## src/rtl/bbc_pkg.sv

```systemverilog
// ----------------------------------------------------------------------------
// bbc_pkg
// Shared types and constants of the block buffer cache tag manager.
// ----------------------------------------------------------------------------
package bbc_pkg;

  localparam int unsigned NumBuffers = 32;
  localparam int unsigned NumDevices = 16;
  localparam int unsigned RefBits    = 8;

  localparam int unsigned FuncW   = 2;
  localparam int unsigned DevW    = 4;
  localparam int unsigned BlockW  = 32;
  localparam int unsigned IdxW    = 5;
  localparam int unsigned StatusW = 2;

  typedef enum logic [FuncW-1:0] {
    FUNC_GET     = 2'd0,
    FUNC_RELEASE = 2'd1,
    FUNC_DIRTY   = 2'd2,
    FUNC_FLUSH   = 2'd3
  } func_e;

  typedef enum logic [StatusW-1:0] {
    ST_OK      = 2'd0,
    ST_NOBUF   = 2'd1,
    ST_UNREF   = 2'd2,
    ST_UNUSED  = 2'd3
  } status_e;

  typedef enum logic [2:0] {
    S_IDLE,
    S_SCAN,
    S_APPLY,
    S_RESULT,
    S_FLUSH,
    S_FLUSH_OUT,
    S_CLOSE
  } state_e;

  typedef struct packed {
    logic [FuncW-1:0]  func;
    logic [DevW-1:0]   dev;
    logic [BlockW-1:0] block_number;
    logic [IdxW-1:0]   entry_index;
  } req_t;

  typedef struct packed {
    logic [StatusW-1:0] status;
    logic [IdxW-1:0]    entry_index_out;
    logic               hit;
    logic               need_read;
    logic               write_back;
    logic [DevW-1:0]    dev_out;
    logic [BlockW-1:0]  block_out;
    logic               last;
  } rsp_t;

  // controller to datapath
  typedef struct packed {
    logic load;       // capture request
    logic scan;       // evaluate lookup and victim search
    logic apply;      // update entry state, build result
    logic flush_find; // find next flushable entry at or above cursor
    logic flush_take; // emit and clean found entry
    logic close;      // build closing item
  } cmd_t;

  // datapath to controller
  typedef struct packed {
    logic is_flush;
    logic flush_found;
  } sts_t;

endpackage

```

## src/rtl/bbc_ctrl.sv

```systemverilog
// ----------------------------------------------------------------------------
// bbc_ctrl
// Sequencer for request handling, result hand-off and flush walk.
// ----------------------------------------------------------------------------
module bbc_ctrl (
  input  logic          clk_i,
  input  logic          rst_ni,
  input  logic          in_valid_i,
  output logic          in_ready_o,
  output logic          out_valid_o,
  input  logic          out_ready_i,
  input  bbc_pkg::sts_t sts_i,
  output bbc_pkg::cmd_t cmd_o
);

  bbc_pkg::state_e state_q, state_d;

  always_ff @(posedge clk_i or negedge rst_ni) begin
    if (!rst_ni) begin
      state_q <= bbc_pkg::S_IDLE;
    end else begin
      state_q <= state_d;
    end
  end

  always_comb begin
    state_d     = state_q;
    cmd_o       = '0;
    in_ready_o  = 1'b0;
    out_valid_o = 1'b0;
    unique case (state_q)
      bbc_pkg::S_IDLE: begin
        in_ready_o = 1'b1;
        if (in_valid_i) begin
          cmd_o.load = 1'b1;
          state_d    = bbc_pkg::S_SCAN;
        end
      end
      bbc_pkg::S_SCAN: begin
        if (sts_i.is_flush) begin
          cmd_o.flush_find = 1'b1;
          state_d          = bbc_pkg::S_FLUSH;
        end else begin
          cmd_o.scan = 1'b1;
          state_d    = bbc_pkg::S_APPLY;
        end
      end
      bbc_pkg::S_APPLY: begin
        cmd_o.apply = 1'b1;
        state_d     = bbc_pkg::S_RESULT;
      end
      bbc_pkg::S_RESULT: begin
        out_valid_o = 1'b1;
        if (out_ready_i) begin
          state_d = bbc_pkg::S_IDLE;
        end
      end
      bbc_pkg::S_FLUSH: begin
        if (sts_i.flush_found) begin
          cmd_o.flush_take = 1'b1;
          state_d          = bbc_pkg::S_FLUSH_OUT;
        end else begin
          cmd_o.close = 1'b1;
          state_d     = bbc_pkg::S_RESULT;
        end
      end
      bbc_pkg::S_FLUSH_OUT: begin
        out_valid_o = 1'b1;
        if (out_ready_i) begin
          cmd_o.flush_find = 1'b1;
          state_d          = bbc_pkg::S_FLUSH;
        end
      end
      default: begin
        state_d = bbc_pkg::S_IDLE;
      end
    endcase
  end

  property p_no_accept_busy;
    @(posedge clk_i) disable iff (!rst_ni)
      (state_q != bbc_pkg::S_IDLE) |-> !in_ready_o;
  endproperty
  a_no_accept_busy: assert property (p_no_accept_busy) else $error("accept while busy");

  property p_result_holds;
    @(posedge clk_i) disable iff (!rst_ni)
      (state_q == bbc_pkg::S_RESULT && !out_ready_i) |=> (state_q == bbc_pkg::S_RESULT);
  endproperty
  a_result_holds: assert property (p_result_holds) else $error("result dropped");

  property p_load_scan;
    @(posedge clk_i) disable iff (!rst_ni)
      cmd_o.load |=> (state_q == bbc_pkg::S_SCAN);
  endproperty
  a_load_scan: assert property (p_load_scan) else $error("load not followed by scan");

endmodule

```

## config.mk

```make
export PLATFORM = sky130hd
export DESIGN_NAME = bbc_ctrl
export DESIGN_NICKNAME = d
export VERILOG_FILES = /design/src/rtl/bbc_pkg.sv /design/src/rtl/bbc_ctrl.sv
export SDC_FILE = /design/constraint.sdc
export NUM_CORES = 1
export LEC_CHECK = 0
export ABC_CLOCK_PERIOD_IN_PS = 2700
export BUFFER_PORTS_ARGS = -buffer_cell sky130_fd_sc_hd__clkbuf_2
export CORE_AREA = 5 5 42 44
export CTS_BUF_LIST = sky130_fd_sc_hd__clkbuf_4 sky130_fd_sc_hd__clkbuf_8
export DETAILED_ROUTE_END_ITERATION = 7
export DIE_AREA = 0 0 47 49
export GPL_ROUTABILITY_DRIVEN = 0
export SLEW_MARGIN = 15
export SYNTH_ARGS = -nofsm -noshare
export SYNTH_HDL_FRONTEND = slang
export SYNTH_SLANG_ARGS = --single-unit
```

## constraint.sdc

```tcl
create_clock -name clk_i -period 2.7 [get_ports clk_i]
set_input_delay 0.27 -clock clk_i [delete_from_list [all_inputs] [get_ports clk_i]]
set_output_delay 0.27 -clock clk_i [all_outputs]
set_load 0.005 [all_outputs]
```

Word level (Yosys, flattened, before mapping). Index checks and enable logic that the tools add are counted.

Bits in registers: 3. Bits of input ports: 6. Output and inout bits: 8.

Equal/unequal tests: 8. Multiplexer cells: 19. Reduce and logical (&&, ||, !) cells: 3.

Operator list (number): $pmux 3 s6 (1); $mux 3 (5); $mux 1 (11); $eq 3x2->1 const B (2); $eq 3x3->1 const B (2); $ne 2x2->1 const B (3); $eq 3x1->1 const B (1); $logic_not 3->1 (1); $reduce_and 3->1 (1); $mux 2 (1); $pmux 1 s2 (1); $reduce_or 2->1 (1).

Depth between registers and ports, before layout.
Depth after elaboration: 3. Mapped depth: 4. Depth with buffers taken out: 3.

Worst setup path before layout. Ideal clock, no wire load.

Kind: register to output. From: register state_q[2]. To: output cmd_o[5] (netlist bit). Data arrival time: 940 ps. Data required time: 2430 ps. Setup slack: 1490 ps. Stages on the path, launching flop included: 4. Path buffers: 1. Path through: dfrtp_1 -> buf_2 -> nor3_1 -> and2_1.

RTL lines: start, declared (line bbc_ctrl.sv:16) `bbc_pkg::state_e state_q, state_d;`; start signal, assigned (line bbc_ctrl.sv:20) `state_q <= bbc_pkg::S_IDLE;`; start signal, assigned (line bbc_ctrl.sv:22) `state_q <= state_d;`; end, declared (line bbc_ctrl.sv:13) `output bbc_pkg::cmd_t cmd_o`.

==> results_dict.tcl <==
set metrics [dict create \
    ys_ff_latch 3 \
    crit_start "state_q[1]" \
    htree_levels 1 \
    synth_cell_types 17 \
    instances_no_fill 57 \
    cts_tree "yes" \
    syn-num-nets 32 \
    num_rows 14 \
    finalNetCount 48 \
    drt_iter0_markers 1 \
    syn_to_final_growth_pct 44.8 \
    layout_min_cycle_time_ps 1720 \
    track_usage 0.0600 \
    ys_async_sr_fraction 1.00 \
    die_y_um 49 \
    viasPerCell 4.46 \
    port_buffers 13 \
    syn_inst 26 \
    grt_pass1_wl_um 986 \
    clockPowerShare 0.231 \
    diodes 0 \
    rr_endpoint "state_q[1]" \
    report.final.setup_viol 0 \
    layout_setup_ws_ps 978 \
    p_switching_w 0.000145 \
    drtAntennaViolNets 0 \
    largest_reg_flops 3 \
    worstMarginPinSlew_ps 432 \
    final.period_utilization 0.638 \
    max_freq_mhz 581 \
    synth_warnings 0 \
    synth.area.top_cells "dfrtp_1 (31%), a221oi_1 (7.3%), nor4b_1 (7.3%)" \
    finalHoldViolCount 0 \
    switching_share 0.389 \
    critPathCapture "cmd_o[4]" \
    yosysTopAreaCell "dfrtp_1" \
    cts_root_buf "clkbuf_4" \
    regToRegStartpoint "state_q[1]" \
    rsz0062_at_grt "no" \
    cts.repair.resized 0 \
    outcome "complete, no violations" \
    ys_seq_area_frac 0.313 \
    fin_skew_ps 1.84 \
    syn_area_um2 240 \
    grt_max_degree 16 \
    vias 254 \
    detail_route.wl_per_cell_um 10.4 \
    antenna_found_initial 0 \
    slew_violations 0 \
    final_layout_size_suffix_gt1_frac 0.439 \
    start_kind "flop" \
    place_inst 52 \
    synth.avg_cell_area_um2 9.24 \
    rr_worst_depth 3 \
    maxSlewHeadroom 0.708 \
    start_util 0.171 \
    cts_sinks 3 \
    pre_cts_slack_ps 1240 \
    hold_class "in2reg" \
    largestRegisters "state_q: 3 flops" \
    finalWirelength_um 594 \
    drt_pre_antenna_iters 4 \
    clk_pin_slew_worst_paths_ps 40 \
    fp.dieW_um 47 \
    whs_path_depth 3 \
    yosysTopAreaCellShare 0.313 \
    p_seq_frac 0.354 \
    grt_pass1_vias 241 \
    combinationalPowerShare 0.415 \
    leakagePower_nw 0.163 \
    clk_latency_ps 230 \
    worstSetupEndpointType "output pin" \
    synth_edf_count 0 \
    peakVddDrop_mv 0.199 \
    dp_hpwl_um 450 \
    worstPathArrival_ps 1450 \
    die-area_um2 2300 \
    drc_errors 0 \
    cap_violations 0 \
    cp_max_fo 15 \
    synth-main-ff-cell "dfrtp_1" \
    cp.required_ps 2430 \
    numCtsBuffers 3 \
    clock_path_buffers 2 \
    ioPinCount 14 \
    power_density_nw_per_um2 1070 \
    setup.worst_path.class "reg2out" \
    core_um2 1400 \
    largest-register "state_q" \
    grt_overflow 0 \
    rrSetupSlack_ps 1380 \
    synth_common_cells "dfrtp_1 (3), nor3_1 (3)" \
    intPower_w 0.000228 \
    setup_tns_ps 0 \
]
## layer usage
metal  global-route usage  vias to the layer above  part of all wire
met5                    0                        -                 0
met4               0.0415                        0                 0
met3               0.0148                        0             0.057
met2               0.0792                        7              0.47
met1               0.0819                      116              0.47
li1                     -                      131                 -
## cell families (layout without fill, tap and decap cells)
group | Yosys count | in the layout | share of synthesized area
mux | 2 | 2 | 0.104
buf+inv | 3 | 18 | 0.0729
compound gates | 6 | 6 | 0.182
xor+xnor | 1 | 1 | 0.0365
flops | 3 | 3 | 0.312
simple gates | 11 | 11 | 0.292
## layout by cell type (no fill, tap or decap)
cell and instances:
nor3b_1 2, o21bai_1 1, mux2i_1 1, dlygate4sd3_1 1, o31a_1 1, nand2_1 1, xor2_1 1, a21oi_1 1
a221oi_1 2, nor4b_1 2, dfrtp_1 3, o21ai_0 1, nor4_1 1, and2_1 2, clkbuf_2 13, nor3_1 3
clkbuf_4 4, mux2_4 1
## timing repair
item,CTS,global route
buffers inserted,0,0
hold endpoints to repair,3,0
hold buffers,1,0
## how the worst min path moves through the flow
stage,startpoint,end,slack [ps]
CTS,sts_i[0],state_q[2],310
floorplan,rst_ni,state_q[0],-30
finish,sts_i[0],state_q[2],320
global route,sts_i[0],state_q[2],350
global placement,rst_ni,state_q[0],70
detailed placement,rst_ni,state_q[1],70
## layout make-up
cell class | instances | area, µm²
Clock buffer | 4 | 30.0
Timing Repair Buffer | 14 | 75.1
Sequential cell | 3 | 75.1
Multi-Input combinational cell | 20 | 148
Fill cell | 165 | 1050
Tap cell | 16 | 20.0
## worst max-delay path: stages (launching register included)
cell and delay (ps):
dfrtp_1 520, nor4b_1 500, clkbuf_2 200
## power by group through the flow
stage / clock (W) / sequential (W) / combinational [W]
after detailed placement: 0 / 0.000133 / 0.000158
after floorplan: 0 / 0.0000819 / 0.000159
after global routing: 0.0000965 / 0.000143 / 0.000175
after CTS: 0.0000901 / 0.000132 / 0.000160
final: 0.0000864 / 0.000132 / 0.000155
after global placement: 0 / 0.000130 / 0.000158
## per-stage QoR
step | utilization | instance area [µm²] | power (W) | hold slack (ps)
after floorplan | - | 240 | 0.000241 | -25.6
after global placement | 0.220 | 308 | 0.000287 | 67.7
after detailed placement | 0.220 | 308 | 0.000290 | 66.6
after CTS | 0.248 | 348 | 0.000382 | 308
after global routing | 0.248 | 348 | 0.000414 | 347
final | 0.248 | 348 | 0.000374 | 317
Power figures use the tool's default switching activity.
